File: src/hw/rtl/vtba_ram.sv
module vtba_ram #(
  parameter int WIDTH = 8,
  parameter int DEPTH = 16
) (
  input  logic                     clk_i,
  input  logic                     we_i,
  input  logic [$clog2(DEPTH)-1:0] waddr_i,
  input  logic [WIDTH-1:0]         wdata_i,
  input  logic [$clog2(DEPTH)-1:0] raddr_i,
  output logic [WIDTH-1:0]         rdata_o
);

  logic [WIDTH-1:0] mem_q [DEPTH];
  logic [WIDTH-1:0] rdata_q;

  always_ff @(posedge clk_i) begin
    if (we_i) begin
      mem_q[waddr_i] <= wdata_i;
    end
    rdata_q <= mem_q[raddr_i];
  end

  assign rdata_o = rdata_q;

endmodule

File: config.mk
export PLATFORM = sky130hd
export DESIGN_NAME = vtba_ram
export DESIGN_NICKNAME = d
export VERILOG_FILES = /design/src/hw/rtl/vtba_ram.sv
export SDC_FILE = /design/constraint.sdc
export NUM_CORES = 1
export LEC_CHECK = 0
export BUFFER_PORTS_ARGS = -buffer_cell sky130_fd_sc_hd__clkbuf_2
export CAP_MARGIN = 5
export CORE_ASPECT_RATIO = 0.7
export CORE_MARGIN = 10
export CORE_UTILIZATION = 55
export CTS_BUF_LIST = sky130_fd_sc_hd__clkbuf_8
export DETAILED_ROUTE_END_ITERATION = 12
export GPL_ROUTABILITY_DRIVEN = 0
export PLACE_DENSITY_LB_ADDON = 0.3
export SYNTH_ARGS = -nofsm -noshare
export SYNTH_HDL_FRONTEND = slang
export SYNTH_SLANG_ARGS = --single-unit
File: constraint.sdc
create_clock -name clk_i -period 5.25 [get_ports clk_i]
set_clock_uncertainty 0.1 [all_clocks]
set_input_delay 0.7875 -clock clk_i [delete_from_list [all_inputs] [get_ports clk_i]]
set_output_delay 0.7875 -clock clk_i [all_outputs]
set_load 0.01 [all_outputs]
==> flow_metrics.tcl <==
set metrics [dict create \
    status "finished clean" \
    crit_path_end_kind "register" \
    postCtsHoldBufs 0 \
    mostFrequentLayoutCells "128 x edfxtp_1, 25 x clkbuf_2, 18 x mux4_2" \
    slowest_stage "nor3_1" \
    synth_top_flop_cell "edfxtp_1" \
    cts_tree "built" \
    worstSetupStartpointType "input pin" \
    grt.overflow.total 0 \
    rows 29 \
    dp_cells 372 \
    antenna_found_initial 0 \
    numCtsBuffers 17 \
    yosysSeqAreaShare 0.778 \
    r2r-start "mem_q[1][2]$_DFFE_PP_" \
    hpwl_um 5810 \
    syn_inst 229 \
    rrSetupSlack_ps 3810 \
    nets 285 \
    synth_edf_count 128 \
    async_reset_ff_frac 0 \
    drive_above_1_share 0.286 \
    crit_type "input pin to register" \
    die_y_um 101 \
    finalCritPeriodShare 0.436 \
    rr_endpoint "rdata_o[2]$_DFF_P_" \
    grt_pass1_vias 2406 \
    cp_max_fo 8 \
    post_synth.cell_area_avg_um2 22.5 \
    setup_viol 0 \
    cp_data_required_time_ps 5190 \
    cp-endpoint "mem_q[0][2]$_DFFE_PP_" \
    ff2ff_path_depth 3 \
    peakVddDrop_v 0.000227 \
    hold_viol 0 \
    clock-sinks 136 \
    h-tree-depth 4 \
    hp-class "register to register" \
    max_freq_mhz 437 \
    vias_per_cell 5.77 \
    insertion_delay_ps 430 \
    wl_um 9160 \
    synthToLayoutAreaGrowth_pct 13.3 \
    ctsResizeCount 0 \
    vias 2333 \
    root_buffer "clkbuf_8" \
    maxSlewViolCount 0 \
    drtIter0Drc 284 \
    syn-num-nets 247 \
    clk_pin_slew_ps 70 \
    synth-seq-cells 136 \
    path_cells "clkbuf_2 -> or3b_2 -> nor3_1" \
    antenna_left 0 \
    diodes 0 \
    cp.arrival_ps 2230 \
    rsz0062_at_grt "false" \
    core_mm2 0.00911 \
    max_cap_violations 0 \
    placement.io_buffers 25 \
    max_slew.worst_pin.slew_ps 1070 \
    post_cts_buffers 0 \
    stdcell_count 404 \
    fin_crit_ps 2290 \
    crit_path_start "waddr_i[2]" \
    cpPeakStageDelay_ps 830 \
    die_area_mm2 0.0137 \
    dieWidth_um 136 \
    synth_cell_types 19 \
    final_common_cell "edfxtp_1" \
    drc 0 \
    clock_path_buffers 2 \
    grt_max_degree 33 \
    p_leak_nw 1.94 \
    p_per_area_mw_per_mm2 391 \
    grt_usage 0.142 \
    firstDrtPassIters 4 \
    synthesis.area_mm2 0.00515 \
    grt_first_pass_wirelength_um 14000 \
    slew_headroom 0.283 \
    wl_per_cell_um 22.7 \
    start_util 0.565 \
    pin_count 26 \
    yosys_warnings 0 \
    fin_tns_setup_ps 0 \
]
[stage by stage]
stage          area (um^2)  setup slack [ps]  total power [mW]  utilization  hold slack [ps]
4_1_cts               5830              2980              2.30        0.640              579
3_5_place_dp          5370              2500              1.35        0.590              566
2_1_floorplan         5150              2870              1.31            -              529
6_report              5830              2960              2.28        0.640              577
3_3_place_gp          5370              2630              1.35        0.590              560
5_1_grt               5830              2890              2.37        0.640              606
[kinds of logic (layout without fill, tap and decap cells)]
logic type | count (synthesis) | after routing | synth area share
flip-flops | 136 | 136 | 0.778
AO/OA/AOI/OAI | 16 | 16 | 0.0233
multiplexers | 32 | 32 | 0.150
AND/OR/NAND/NOR | 35 | 35 | 0.0318
buffers and inverters | 10 | 61 | 0.0168
[cells in the mapped netlist (2+ instances only)]
cell / count / share of area
edfxtp_1: 128 / 0.75
buf_2: 3 / 0.0029
nor3_1: 4 / 0.0039
mux4_2: 18 / 0.079
mux4_1: 14 / 0.071
nand2b_1: 2 / 0.0024
nor2_1: 13 / 0.0095
buf_6: 3 / 0.0066
dfxtp_1: 8 / 0.031
nand3b_1: 2 / 0.0029
clkdlybuf4s25_2: 3 / 0.0058
nand2_1: 9 / 0.0066
a22oi_1: 16 / 0.023
[final cells by class]
cell class                      instances  area [um^2]
Clock buffer                           17          234
Clock inverter                         15          225
Fill cell                             619         3280
Multi-Input combinational cell         83         1060
Sequential cell                       136         4000
Tap cell                              124          155
Timing Repair Buffer                   29          155
[per-layer routing]
metal  wire (um)  share of wire  vias up  track usage
li1            -              -     1048            -
met1        4230           0.46     1185        0.201
met3         707          0.077       10       0.0503
met5           0              0        -            0
met4          89         0.0097        0       0.0454
met2        4130           0.45       90        0.202
[worst min path at each step]
stage / from / to / slack, ps / depth (start not counted)
final: mem_q[4][3]$_DFFE_PP_ / rdata_o[3]$_DFF_P_ / 580 / 3
after global routing: mem_q[15][1]$_DFFE_PP_ / rdata_o[1]$_DFF_P_ / 610 / 3
after CTS: mem_q[4][3]$_DFFE_PP_ / rdata_o[3]$_DFF_P_ / 580 / 3
after detailed placement: mem_q[4][3]$_DFFE_PP_ / rdata_o[3]$_DFF_P_ / 570 / 3
after global placement: mem_q[14][2]$_DFFE_PP_ / rdata_o[2]$_DFF_P_ / 560 / 3
after floorplan: mem_q[7][0]$_DFFE_PP_ / rdata_o[0]$_DFF_P_ / 530 / 3
[worst max-delay path, delay by kind of cell]
| kind | cells | cell delay (ps) |
|---|---|---|
| buffers and inverters | 1 | 100 |
| AND/OR/NAND/NOR | 2 | 1340 |
[flip-flops by register name, summed over array words and instances (netlist names)]
signal and flops:
mem_q 128, rdata_o 8
[power by group]
| part | internal, mW | switching [mW] | total, mW |
|---|---|---|---|
| Clock | 0.566 | 0.389 | 0.955 |
| Combinational | 0.0440 | 0.0637 | 0.108 |
| Sequential | 1.21 | 0.00681 | 1.22 |
| Total | 1.82 | 0.459 | 2.28 |
(Power assumes the default switching activity.)
