File: config.mk
export PLATFORM = sky130hd
export DESIGN_NAME = vtba_div
export DESIGN_NICKNAME = d
export VERILOG_FILES = /design/src/hw/rtl/vtba_pkg.sv /design/src/hw/rtl/vtba_div.sv
export SDC_FILE = /design/constraint.sdc
export NUM_CORES = 1
export LEC_CHECK = 0
export BUFFER_PORTS_ARGS = -buffer_cell sky130_fd_sc_hd__buf_2
export CAP_MARGIN = 30
export CORE_AREA = 5 5 149 151
export DETAILED_ROUTE_END_ITERATION = 10
export DIE_AREA = 0 0 154 156
export GPL_TIMING_DRIVEN = 0
export SLEW_MARGIN = 20
export SYNTH_ARGS = -nofsm -noshare
export SYNTH_HDL_FRONTEND = slang
export SYNTH_SLANG_ARGS = --single-unit
File: constraint.sdc
create_clock -name clk_i -period 4.1 [get_ports clk_i]
set_clock_uncertainty 0.15 [all_clocks]
set_input_delay 0.205 -clock clk_i [delete_from_list [all_inputs] [get_ports clk_i]]
set_output_delay 0.205 -clock clk_i [all_outputs]
set_load 0.005 [all_outputs]
File: src/hw/rtl/vtba_pkg.sv
package vtba_pkg;

  localparam int TABLE_DEPTH = 64;
  localparam int IDX_W       = $clog2(TABLE_DEPTH);
  localparam int CNT_W       = $clog2(TABLE_DEPTH + 1);

  localparam int DIVN_W = 50;
  localparam int DIVD_W = 34;
  localparam int DCNT_W = $clog2(DIVN_W);

  localparam logic [15:0] SRES_RESET = 16'd1024;
  localparam logic [15:0] TRES_RESET = 16'd16;

  typedef enum logic [1:0] {
    STAT_MORE = 2'd0,
    STAT_LAST = 2'd1,
    STAT_DROP = 2'd2
  } status_e;

  typedef enum logic {
    REG_SRES = 1'b0,
    REG_TRES = 1'b1
  } reg_e;

  typedef enum logic [3:0] {
    S_IDLE,
    S_DIV_GO,
    S_DIV_WAIT,
    S_SRCH_RD,
    S_SRCH_CMP,
    S_NEW,
    S_DROP,
    S_FL_RD,
    S_FL_CMP,
    S_FL_DRD,
    S_FL_DAT,
    S_MUL,
    S_MUL_ACC,
    S_FRAC_GO,
    S_FRAC_WAIT,
    S_EMIT
  } state_e;

  typedef struct packed {
    logic signed [31:0] bx;
    logic signed [31:0] by;
    logic signed [31:0] bz;
    logic signed [39:0] bt;
    logic signed [31:0] tk;
    logic signed [31:0] ot;
  } key_t;

  typedef struct packed {
    logic [31:0] pdg;
    logic [31:0] fast;
    logic [31:0] slow;
    logic [31:0] elec;
    logic [39:0] energy;
  } data_t;

  localparam int KEY_W  = $bits(key_t);
  localparam int DATA_W = $bits(data_t);

  // flip each field's sign bit so an unsigned compare gives signed lexicographic order
  function automatic logic [KEY_W-1:0] key_ord(key_t k);
    key_t o;
    o       = k;
    o.bx[31] = ~k.bx[31];
    o.by[31] = ~k.by[31];
    o.bz[31] = ~k.bz[31];
    o.bt[39] = ~k.bt[39];
    o.tk[31] = ~k.tk[31];
    o.ot[31] = ~k.ot[31];
    return o;
  endfunction

endpackage

File: src/hw/rtl/vtba_div.sv
module vtba_div (
  input  logic                               clk_i,
  input  logic                               rst_ni,
  input  logic                               start_i,
  input  logic signed [vtba_pkg::DIVN_W-1:0] dividend_i,
  input  logic [vtba_pkg::DIVD_W-1:0]        divisor_i,
  output logic                               done_o,
  output logic [vtba_pkg::DIVN_W-1:0]        quotient_o
);

  logic                          busy_q;
  logic                          done_q;
  logic [vtba_pkg::DCNT_W-1:0]   cnt_q;
  logic                          neg_q;
  logic [vtba_pkg::DIVN_W-1:0]   quo_q;
  logic [vtba_pkg::DIVD_W-1:0]   rem_q;
  logic [vtba_pkg::DIVD_W-1:0]   div_q;
  logic [vtba_pkg::DIVD_W:0]     rem_sh;
  logic [vtba_pkg::DIVD_W:0]     diff;

  assign rem_sh = {rem_q, quo_q[vtba_pkg::DIVN_W-1]};
  assign diff   = rem_sh - {1'b0, div_q};

  always_ff @(posedge clk_i or negedge rst_ni) begin
    if (!rst_ni) begin
      busy_q <= 1'b0;
      done_q <= 1'b0;
      cnt_q  <= '0;
    end else begin
      done_q <= 1'b0;
      if (start_i) begin
        busy_q <= 1'b1;
        cnt_q  <= vtba_pkg::DCNT_W'(vtba_pkg::DIVN_W - 1);
      end else if (busy_q) begin
        if (cnt_q == '0) begin
          busy_q <= 1'b0;
          done_q <= 1'b1;
        end
        cnt_q <= cnt_q - 1'b1;
      end
    end
  end

  // restoring divide on the magnitude, one quotient bit per cycle
  always_ff @(posedge clk_i) begin
    if (start_i) begin
      neg_q <= dividend_i[vtba_pkg::DIVN_W-1];
      quo_q <= dividend_i[vtba_pkg::DIVN_W-1] ? -dividend_i : dividend_i;
      rem_q <= '0;
      div_q <= divisor_i;
    end else if (busy_q) begin
      if (!diff[vtba_pkg::DIVD_W]) begin
        rem_q <= diff[vtba_pkg::DIVD_W-1:0];
        quo_q <= {quo_q[vtba_pkg::DIVN_W-2:0], 1'b1};
      end else begin
        rem_q <= rem_sh[vtba_pkg::DIVD_W-1:0];
        quo_q <= {quo_q[vtba_pkg::DIVN_W-2:0], 1'b0};
      end
    end
  end

  // floor rounding for negative dividends
  assign quotient_o = !neg_q ? quo_q : ((rem_q != '0) ? ~quo_q : -quo_q);
  assign done_o     = done_q;

endmodule

==> results.txt, run 1 <==
crit path DAT: 3690 ps
IO buf count: 137
CP Buf/Inv Count: 3
Final #Nets: 1,363
Cell Count, Final, Fillers Out: 1,525
vias in the first global route: 7,928
# Max-Cap Violations: 0
Layout area overhead: 25.60%
1st-pass router iterations: 5
Setup TNS Final: 0 ps
GR Util All Layers: 21.15%
RSZ-0062 raised after global routing: true
Mapped Cells: 1,030
CTS buffer count: 17
placed cells: 1,442
WL met3: 1.595 mm
Cell Area, Synth: 9140 sq um
Design Power: 3.999 mW
cell family with most CP delay: simple AND/OR/NAND/NOR gates
Setup Viol. Count Final: 0
H-tree depth: 4
wl on met1: 11.72 mm
Synth async-reset ratio: 6.299%
per-cell routed wire length: 17.09 microns
die width: 154 microns
slowest stage cell, crit path: or3_4
Yosys reg bits: 127
diode count: 0
WHS Endpoint: quo_q[16]
most used cell, CP: or3_4
Leakage: 4.718 nW
Starting DRT DRC Count: 582
Top Metal Used: met4
# clock sinks: 127
initial core utilization: 44.18%
core area: 20,690 sq um
slew margin rel.: 34.27%
via count: 8,450
final hold slack: 38.45 ps
CTS clk-pin slew, worst paths: 60 ps
Hold Fails Final Rpt: 0
pins over their slew limit: 0
synth unique cells: 69
CTS tree: built
layout cell share with drive strength beyond 1: 18.80%
vias per cell: 5.541
row count: 53
Total Die Area: 24,020 sq um
crit path time final: 4042 ps
Max Fanout on Critical Path: 8
syn_nets: 1,156
crit share post-route: 98.59%
detailed-route DRC error count: 0
register area share after synthesis: 37.56%
Worst R2R Setup Slack: 260 ps
Power Density: 348.3 nW/um^2
first-pass GRT wire length: 41.21 mm
largest net degree at the start of global routing: 52
commonest non-fill, non-tap cell in the layout: buf_2
Slew @ Worst Pin: 976.9 ps
CP Class: register to primary output
Ys Warns: 0
Worst IR Drop VDD: 0.3180 mV
Post-synth EDFFs: 85
PnR worst setup slack: 57.83 ps
status: finished, final reports clean
ys flop type: edfxtp_1
die height: 156 microns
Max Root-Sink Buffers: 2
global placement routability congestion: 0.9089
Reg-to-Reg Start: quo_q[49]
hold path depth: 3
f_max: 0.2474 GHz
RR Endpoint: rem_q[10]
routed wire length: 26.06 mm
initial antenna violation count: 0
Post-DRT Antenna Nets: 0
endpoint type of the worst setup path: primary output
worst skew pair latency: 420 ps
worst slack at placement: -263.3 ps
WL met2: 12.36 mm
GRT Residual Overflow: 0
io pins: 138
# fillers: 1,983
Root Driver: clkbuf_16
post-DP HPWL: 19.45 mm
Syn Area/Cell: 8.874 sq um
Worst Hold Class: input pin to register
Req. time, crit path: 3740 ps
R2R depth: 14
hold_sp: dividend_i[16]
crit-path max cell delay: 470 ps
Setup crit start kind: register
worst path cell trace: nor4_4 > nand4_1 > or3_4 > or3_4 > or3_4 > buf_6 > or3_4 > buf_12 > o31ai_4 > xnor2_1 > buf_2
most frequent cells in the layout: buf_2 (141), nor2_1 (114), a21oi_1 (90)
[cell type report]
cell class | instances | area (sq um) | share of cell area (%)
timing repair buffer | 190 | 1174 | 10.22
tap | 275 | 344.1 | 2.997
inverter | 53 | 198.9 | 1.733
buffer | 53 | 229.0 | 1.995
clock buffer | 17 | 425.4 | 3.706
multi-input combinational | 795 | 5450 | 47.48
clock inverter | 15 | 217.7 | 1.896
sequential | 127 | 3441 | 29.97
[metrics by stage]
step | util (%) | cell area [sq um]
global route | 55.48 | 11480
global placement | 49.15 | 10170
CTS | 54.29 | 11230
detailed placement | 49.19 | 10180
finish | 55.48 | 11480
floorplan | - | 9140
[repair_timing]
action / in CTS / in global routing
pin swaps: 4 / 10
gates resized for setup: 10 / 26
setup buffers: 0 / 17
hold buffers: 36 / 0
endpoints found under the hold margin: 43 / 0
setup endpoints to repair: 40 / 30
[synth_stat cells, types with 3 or more instances]
cell | instances | share of area, %
or2_2 | 5 | 0.34
o211ai_1 | 4 | 0.33
a211o_1 | 6 | 0.57
buf_2 | 5 | 0.27
nor3_1 | 18 | 0.99
ha_1 | 38 | 5.2
nor4_1 | 15 | 1.0
clkbuf_1 | 47 | 1.9
o21ai_0 | 47 | 2.6
nand4_1 | 14 | 0.96
nand3b_1 | 4 | 0.33
or3_1 | 21 | 1.4
inv_1 | 53 | 2.2
o31ai_2 | 5 | 0.68
nand2b_1 | 3 | 0.21
o41ai_1 | 13 | 1.2
nand2_1 | 70 | 2.9
nor2_1 | 114 | 4.7
o21bai_1 | 7 | 0.57
and2_1 | 3 | 0.21
o21a_1 | 5 | 0.41
mux2i_1 | 20 | 2.2
nor3b_1 | 3 | 0.25
a211oi_1 | 26 | 2.1
edfxtp_1 | 85 | 28
and3_1 | 8 | 0.55
nor2b_1 | 4 | 0.27
o21ai_1 | 6 | 0.33
a21oi_1 | 90 | 4.9
xor2_1 | 65 | 6.2
o31ai_1 | 28 | 2.3
or4_1 | 10 | 0.82
dfrtp_1 | 8 | 2.2
dfxtp_1 | 34 | 7.4
a21o_1 | 11 | 0.90
nand3_1 | 20 | 1.1
a31oi_1 | 8 | 0.55
o311a_1 | 3 | 0.33
xnor2_1 | 65 | 6.2
[flip-flops by register name, summed over array words and instances (netlist names)]
register	flops
neg_q	1
busy_q	1
cnt_q	6
quo_q	50
rem_q	34
done_o	1
div_q	34
[worst register-to-register path, cell delays in order, from the launching register on]
cell and delay, ps:
edfxtp_1 390, inv_1 90, ha_1 220, inv_1 70, fa_1 190, a21o_1 130
and4_1 270, o21ai_2 120, o41ai_4 500, o21ai_0 290, a211oi_1 270, buf_2 320
buf_2 360, mux2i_1 250, a211oi_1 90
[layer usage]
| layer | vias up | GRT usage [%] |
|---|---|---|
| met5 | - | 0 |
| met4 | 0 | 5.551 |
| met3 | 32 | 3.717 |
| met2 | 243 | 35.46 |
| met1 | 3981 | 28.40 |
| li1 | 4194 | - |
[logic make-up after synthesis]
group	synth area share, %
compound gates	20.82
xor+xnor	12.46
fa+ha+maj	5.421
buf+inv	4.545
flops	37.56
mux	2.313
simple gates	16.88
[power breakdown]
| part | internal (mW) | switching, mW | total, mW |
|---|---|---|---|
| Sequential | 1.48 | 0.0992 | 1.58 |
| Combinational | 0.352 | 0.396 | 0.748 |
| Clock | 1.07 | 0.594 | 1.67 |
[worst max-delay path by stage]
stage,startpoint,endpoint,slack (ps),cells after the start
floorplan,quo_q[49],rem_q[10],710,14
global placement,quo_q[49],rem_q[21],-250,14
detailed placement,quo_q[49],rem_q[21],-260,14
CTS,rem_q[31],quotient_o[47],3,11
global route,rem_q[3],quotient_o[47],-40,11
finish,rem_q[24],quotient_o[47],60,11
Note: power is estimated with default switching activity, not from simulation.
==> run 2: changes to the inputs <==
--- a/config.mk
+++ b/config.mk
@@ -5,11 +5,12 @@
 export SDC_FILE = /design/constraint.sdc
 export NUM_CORES = 1
 export LEC_CHECK = 0
+export ABC_AREA = 1
 export BUFFER_PORTS_ARGS = -buffer_cell sky130_fd_sc_hd__buf_2
 export CAP_MARGIN = 30
-export CORE_AREA = 5 5 149 151
+export CORE_AREA = 2 2 163 165
 export DETAILED_ROUTE_END_ITERATION = 10
-export DIE_AREA = 0 0 154 156
+export DIE_AREA = 0 0 165 167
 export GPL_TIMING_DRIVEN = 0
 export SLEW_MARGIN = 20
 export SYNTH_ARGS = -nofsm -noshare
==> run 2 against run 1 <==
  * Via count is 43% higher
  * Combinational power grew to 8.8 times the previous value
  * Largest cell class unchanged
  * Clock-buffer cell count is 2 higher
  * Sequential share of layout area is 4.6 points lower
  * Sequential power is 11% higher
  * Register-to-register slack better by 1000 ps
  * Clock power is 8% lower
  * First-iteration DRC count is 30% higher
  * Sequential cell count stayed put
  * Final area is 18% higher
==> results.txt, run 2 <==
largest net degree at the start of global routing: 38 (was 52)
synth unique cells: 47 (was 69)
vias in the first global route: 11,970 (was 7,928)
Max Root-Sink Buffers: 2 (unchanged)
Cell Area, Synth: 11,440 sq um (was 9140 sq um)
Post-CTS Hold Fix Bufs: 38 (was 36)
vias per cell: 5.168 (was 5.541)
Worst R2R Setup Slack: 1290 ps (was 260 ps)
Starting DRT DRC Count: 756 (was 582)
top post-synthesis cells by area: edfxtp_1 (22%), nand2_1 (20%), inv_1 (8.8%) (was edfxtp_1 (28%), dfxtp_1 (7.4%), xnor2_1 (6.2%))
Cell Count, Final, Fillers Out: 2,346 (was 1,525)
# clock sinks: 127 (unchanged)
# fillers: 2,721 (was 1,983)
Post-synth EDFFs: 85 (unchanged)
Top Registers: quo_q x50, div_q x34, rem_q x34 (unchanged)
RR Endpoint: rem_q[25] (was rem_q[10])
Synth top area share: 22.31% (was 27.93%)
most frequent cells in the layout: nand2_1 (601), inv_1 (267), nor2_1 (188) (was buf_2 (141), nor2_1 (114), a21oi_1 (90))
Final #Nets: 2,124 (was 1,363)
GRT Residual Overflow: 0 (unchanged)
CP Class: register to primary output (unchanged)
Max Fanout on Critical Path: 6 (was 8)
cell type with the largest total area after synthesis: edfxtp_1 (unchanged)
CTS tree: built (unchanged)
pins over their slew limit: 0 (unchanged)
Slew @ Worst Pin: 842.0 ps (was 976.9 ps)
routed wire length: 40.30 mm (was 26.06 mm)
f_max: 0.2707 GHz (was 0.2474 GHz)
row count: 59 (was 53)
1st-pass router iterations: 5 (unchanged)
Synth async-reset ratio: 6.299% (unchanged)
Post-synth top cells: nand2_1 (601), inv_1 (268), nor2_1 (188) (was nor2_1 (114), a21oi_1 (90), edfxtp_1 (85))
register area share after synthesis: 30.02% (was 37.56%)
Hold Fails Final Rpt: 0 (unchanged)
area of the multi-input gates: 6759 sq um (was 5450 sq um)
crit share post-route: 90.10% (was 98.59%)
hold_sp: dividend_i[6] (was dividend_i[16])
Post-DRT Antenna Nets: 0 (unchanged)
via count: 12,120 (was 8,450)
diode count: 0 (unchanged)
# Max-Cap Violations: 0 (unchanged)
Power Density: 731.2 nW/um^2 (was 348.3 nW/um^2)
initial core utilization: 44.40% (was 44.18%)
die width: 165 microns (was 154 microns)
per-cell routed wire length: 17.18 microns (was 17.09 microns)
Largest Register: quo_q (unchanged)
GR Util All Layers: 29.61% (was 21.15%)
first-pass GRT wire length: 62.34 mm (was 41.21 mm)
Worst Hold Class: input pin to register (unchanged)
initial antenna violation count: 0 (unchanged)
Total Die Area: 27,560 sq um (was 24,020 sq um)
WHS Endpoint: quo_q[6] (was quo_q[16])
Reg area: 3433 sq um (was 3441 sq um)
Layout area overhead: 18.45% (was 25.60%)
Core Util, Final: 52.59% (was 55.48%)
H-tree depth: 4 (unchanged)
placed cells: 2,275 (was 1,442)
final hold slack: 27.79 ps (was 38.45 ps)
post-cts resize count: 0 (was 10)
status: finished, final reports clean (unchanged)
crit path time final: 3694 ps (was 4042 ps)
Setup Viol. Count Final: 0 (unchanged)
Worst IR Drop VDD: 1.397 mV (was 0.3180 mV)
layout cell share with drive strength beyond 1: 11.39% (was 18.80%)
R2R depth: 15 (was 14)
crit path DAT: 3340 ps (was 3690 ps)
Yosys reg bits: 127 (unchanged)
worst skew pair latency: 440 ps (was 420 ps)
Leakage: 6.852 nW (was 4.718 nW)
global placement routability congestion: 0.9907 (was 0.9089)
hold path depth: 3 (unchanged)
CTS clk-pin slew, worst paths: 60 ps (about the same)
detailed-route DRC error count: 0 (unchanged)
CTS buffer count: 17 (unchanged)
Setup TNS Final: 0 ps (unchanged)
Syn Area/Cell: 6.348 sq um (was 8.874 sq um)
endpoint type of the worst setup path: primary output (unchanged)
Setup crit start kind: register (unchanged)
Post CTS Setup Buffer Count: 0 (unchanged)
slew margin rel.: 43.66% (was 34.27%)
RSZ-0062 raised after global routing: false (was true)
ys flop type: edfxtp_1 (unchanged)
Req. time, crit path: 3740 ps (about the same)
commonest non-fill, non-tap cell in the layout: nand2_1 (was buf_2)
Root Driver: clkbuf_16 (unchanged)
number of flip-flops in the largest register: 50 (unchanged)
io pins: 138 (unchanged)
core area: 25,760 sq um (was 20,690 sq um)
post-DP HPWL: 32.88 mm (was 19.45 mm)
Mapped Cells: 1,802 (was 1,030)
Reg-to-Reg Start: quo_q[49] (unchanged)
count leader, synth: nand2_1 (was nor2_1)
IO buf count: 137 (unchanged)
syn_nets: 1,928 (was 1,156)
Ys Warns: 0 (unchanged)
die height: 167 microns (was 156 microns)
## run 2: cell types whose count changed in the layout (fill, tap and decap cells not counted), sizes merged, moves of 44 or more
cell and change:
a21oi -44, inv +223, nand2 +542, nand3 +114, nor2 +85, o21ai +70
## run 2: cell families after synthesis
kind of cell,count (synthesis),share of synthesized area (%)
AND/OR/NAND/NOR,1040,38.85
buffers and inverters,316,10.89
AO/OA/AOI/OAI,188,8.860
flip-flops,127,30.02
XOR/XNOR,92,7.044
adder cells (fa/ha/maj),39,4.332
## run 2: power by group
group	switching, mW	internal (mW)
clock network	0.632	0.913
registers	0.184	1.57
logic	4.42	2.18
total	5.24	4.67
## run 2: cell type report
type | count | area share [%]
sequential | 127 | 25.34
buffer | 43 | 1.635
tap | 335 | 3.094
multi-input combinational | 1359 | 49.88
timing repair buffer | 177 | 8.219
clock buffer | 19 | 3.269
clock inverter | 13 | 0.9973
inverter | 273 | 7.563
## run 2: metal layers
metal	wire, microns	global-route usage (%)
met1	16020	33.34
met2	20260	53.71
met3	1861	3.910
met4	2152	15.39
met5	0	0
## run 2: through the flow
stage | setup WS, ps | total power, mW | area (sq um)
after floorplan | 1721 | 5.890 | 11440
after detailed placement | 892.9 | 8.342 | 12560
after CTS | 402.3 | 9.931 | 13520
after global routing | 251.7 | 10.61 | 13550
after global placement | 262.4 | 8.324 | 12540
final | 406.0 | 9.907 | 13550
## run 2: critical path: stages (launching register included)
cell,delay [ps]
edfxtp_1,490
inv_1,200
ha_1,200
nand2_1,80
nor2_2,290
inv_1,190
nor2_4,190
nand4_1,150
nor2_1,250
nand3_1,110
nand2_1,250
nand2_1,110
xor2_1,230
buf_2,160
## run 2: how the worst max path moves through the flow
stage | startpoint | to
3_3_place_gp | start_i | quo_q[6]
6_report | quo_q[0] | quotient_o[30]
3_5_place_dp | quo_q[0] | quotient_o[30]
5_1_grt | quo_q[0] | quotient_o[30]
4_1_cts | quo_q[0] | quotient_o[30]
2_1_floorplan | quo_q[49] | quo_q[0]
==> run 3: changes to the inputs <==
--- a/config.mk
+++ b/config.mk
@@ -8,10 +8,11 @@
 export ABC_AREA = 1
 export BUFFER_PORTS_ARGS = -buffer_cell sky130_fd_sc_hd__buf_2
 export CAP_MARGIN = 30
-export CORE_AREA = 2 2 163 165
+export CORE_AREA = 2 2 142 144
 export DETAILED_ROUTE_END_ITERATION = 10
-export DIE_AREA = 0 0 165 167
+export DIE_AREA = 0 0 144 146
 export GPL_TIMING_DRIVEN = 0
+export PLACE_DENSITY = 0.8
 export SLEW_MARGIN = 20
 export SYNTH_ARGS = -nofsm -noshare
 export SYNTH_HDL_FRONTEND = slang
==> run 3 against run 2 <==
  * Combinational power is 2% higher
  * Clock power is 6% higher
  * Critical path depth stayed put
  * Core utilization is 17 points higher
  * Non-clock buffer count stayed put
  * Global-route usage is 7.2 points higher
  * Total power is 2.2% higher
  * Largest cell class unchanged
  * Highest routed layer unchanged
==> results.txt, run 3 (synthesis gave the netlist of run 2 again) <==
hold path depth: 3 (unchanged)
Slew @ Worst Pin: 875.1 ps (was 842.0 ps)
# clock sinks: 127 (unchanged)
slew margin rel.: 41.44% (was 43.66%)
Largest Register: quo_q (unchanged)
H-tree depth: 4 (unchanged)
hold_sp: dividend_i[0] (was dividend_i[6])
WL met3: 2.563 mm (was 1.861 mm)
Setup TNS Final: 0 ps (unchanged)
Final #Nets: 2,124 (unchanged)
Max Root-Sink Buffers: 2 (unchanged)
CP Class: register to primary output (unchanged)
core area: 19,330 sq um (was 25,760 sq um)
largest net degree at the start of global routing: 40 (was 38)
Starting DRT DRC Count: 951 (was 756)
commonest non-fill, non-tap cell in the layout: nand2_1 (unchanged)
layout cell share with drive strength beyond 1: 11.34% (was 11.39%)
crit path DAT: 3270 ps (was 3340 ps)
Worst R2R Setup Slack: 1210 ps (was 1290 ps)
Post-CTS Hold Fix Bufs: 38 (unchanged)
first-pass GRT wire length: 60.11 mm (was 62.34 mm)
Power Density: 749.5 nW/um^2 (was 731.2 nW/um^2)
design area: 13,510 sq um (was 13,550 sq um)
via count: 12,590 (was 12,120)
WHS Endpoint: quo_q[0] (was quo_q[6])
Hold Fails Final Rpt: 0 (unchanged)
Post-DRT Antenna Nets: 0 (unchanged)
RSZ-0062 raised after global routing: false (unchanged)
io pins: 138 (unchanged)
CTS tree: built (unchanged)
crit share post-route: 88.41% (was 90.10%)
Top Metal Used: met4 (unchanged)
Total Die Area: 21,020 sq um (was 27,560 sq um)
status: finished, final reports clean (unchanged)
R2R depth: 18 (was 15)
most frequent cells in the layout: nand2_1 (601), inv_1 (267), nor2_1 (188) (unchanged)
post-cts resize count: 0 (unchanged)
number of flip-flops in the largest register: 50 (unchanged)
worst skew pair latency: 430 ps (was 440 ps)
detailed-route DRC error count: 0 (unchanged)
Layout area overhead: 18.15% (was 18.45%)
Setup crit start kind: register (unchanged)
initial core utilization: 59.16% (was 44.40%)
vias per cell: 5.533 (was 5.168)
row count: 51 (was 59)
WL met2: 19.41 mm (was 20.26 mm)
crit path time final: 3625 ps (was 3694 ps)
Max Fanout on Critical Path: 6 (unchanged)
CTS clk-pin slew, worst paths: 60 ps (about the same)
diode count: 0 (unchanged)
CTS buffer count: 17 (unchanged)
RR Endpoint: rem_q[28] (was rem_q[25])
final hold slack: 7.281 ps (was 27.79 ps)
endpoint type of the worst setup path: primary output (unchanged)
Setup Viol. Count Final: 0 (unchanged)
wl on met1: 14.27 mm (was 16.02 mm)
Top Registers: quo_q x50, div_q x34, rem_q x34 (unchanged)
GRT Residual Overflow: 0 (unchanged)
pins over their slew limit: 0 (unchanged)
dpl cell area: 12,480 sq um (was 12,560 sq um)
1st-pass router iterations: 7 (was 5)
routed wire length: 38.89 mm (was 40.30 mm)
Post CTS Setup Buffer Count: 0 (unchanged)
f_max: 0.2759 GHz (was 0.2707 GHz)
Worst IR Drop VDD: 1.570 mV (was 1.397 mV)
die height: 146 microns (was 167 microns)
Worst Hold Class: input pin to register (unchanged)
Reg-to-Reg Start: quo_q[49] (unchanged)
Req. time, crit path: 3740 ps (about the same)
Root Driver: clkbuf_16 (unchanged)
IO buf count: 137 (unchanged)
vias in the first global route: 12,380 (was 11,970)
per-cell routed wire length: 17.09 microns (was 17.18 microns)
post-DP HPWL: 30.61 mm (was 32.88 mm)
initial antenna violation count: 0 (unchanged)
Leakage: 6.871 nW (was 6.852 nW)
global placement routability congestion: 1.024 (was 0.9907)
GR Util All Layers: 36.81% (was 29.61%)
die width: 144 microns (was 165 microns)
# Max-Cap Violations: 0 (unchanged)
run 3: cell count changes in the layout (fill, tap and decap cells not counted):
cell	previous run	this run
clkinv_2	2	1
clkinv_4	0	4
clkinvlp_4	3	2
inv_6	2	1
inv_4	4	0
bufinv_16	2	4
clkinv_1	2	3
run 3: report_power, final:
| group | switching, mW | internal [mW] | total, mW |
|---|---|---|---|
| registers | 0.192 | 1.57 | 1.76 |
| logic | 4.53 | 2.21 | 6.73 |
| clock network | 0.599 | 1.03 | 1.63 |
| total | 5.32 | 4.81 | 10.1 |
run 3: cell type report:
cell class,instances,area [sq um]
sequential,127,3433
clock buffer,19,442.9
fill,1686,5821
inverter,273,1025
timing repair buffer,177,1114
multi-input combinational,1359,6759
tap,265,331.6
buffer,43,221.5
clock inverter,13,187.7
run 3: worst max-delay path by stage:
stage	from	cells past startpoint	end
global route	quo_q[0]	13	quotient_o[30]
finish	quo_q[0]	13	quotient_o[30]
global placement	start_i	4	quo_q[4]
detailed placement	quo_q[0]	13	quotient_o[30]
CTS	quo_q[0]	13	quotient_o[30]
floorplan	quo_q[49]	13	quo_q[0]
run 3: critical path: stages (launching register included):
cell,delay [ps]
edfxtp_1,500
inv_1,230
ha_1,210
nand2_1,90
nor2_2,270
inv_1,170
nor2_4,170
nand4_1,150
nor2_1,220
nand3_1,110
nand2_1,220
nand2_1,100
xor2_1,240
buf_2,170
run 3: per-stage QoR:
stage | util, % | setup slack (ps) | total power, mW | cells
global route | 69.90 | 315.7 | 10.77 | 2276
global placement | 64.42 | 505.2 | 8.218 | 2204
finish | 69.90 | 475.1 | 10.13 | 2276
CTS | 69.75 | 585.8 | 9.959 | 2275
floorplan | - | 1721 | 5.890 | 1802
detailed placement | 64.52 | 1040 | 8.282 | 2205
run 3: routing by layer:
layer  track usage, %  vias to the layer above
met1            39.17                     5686
met4            24.36                        0
met2            65.31                      598
met3            7.108                      168
li1                 -                     6141
met5                0                        -
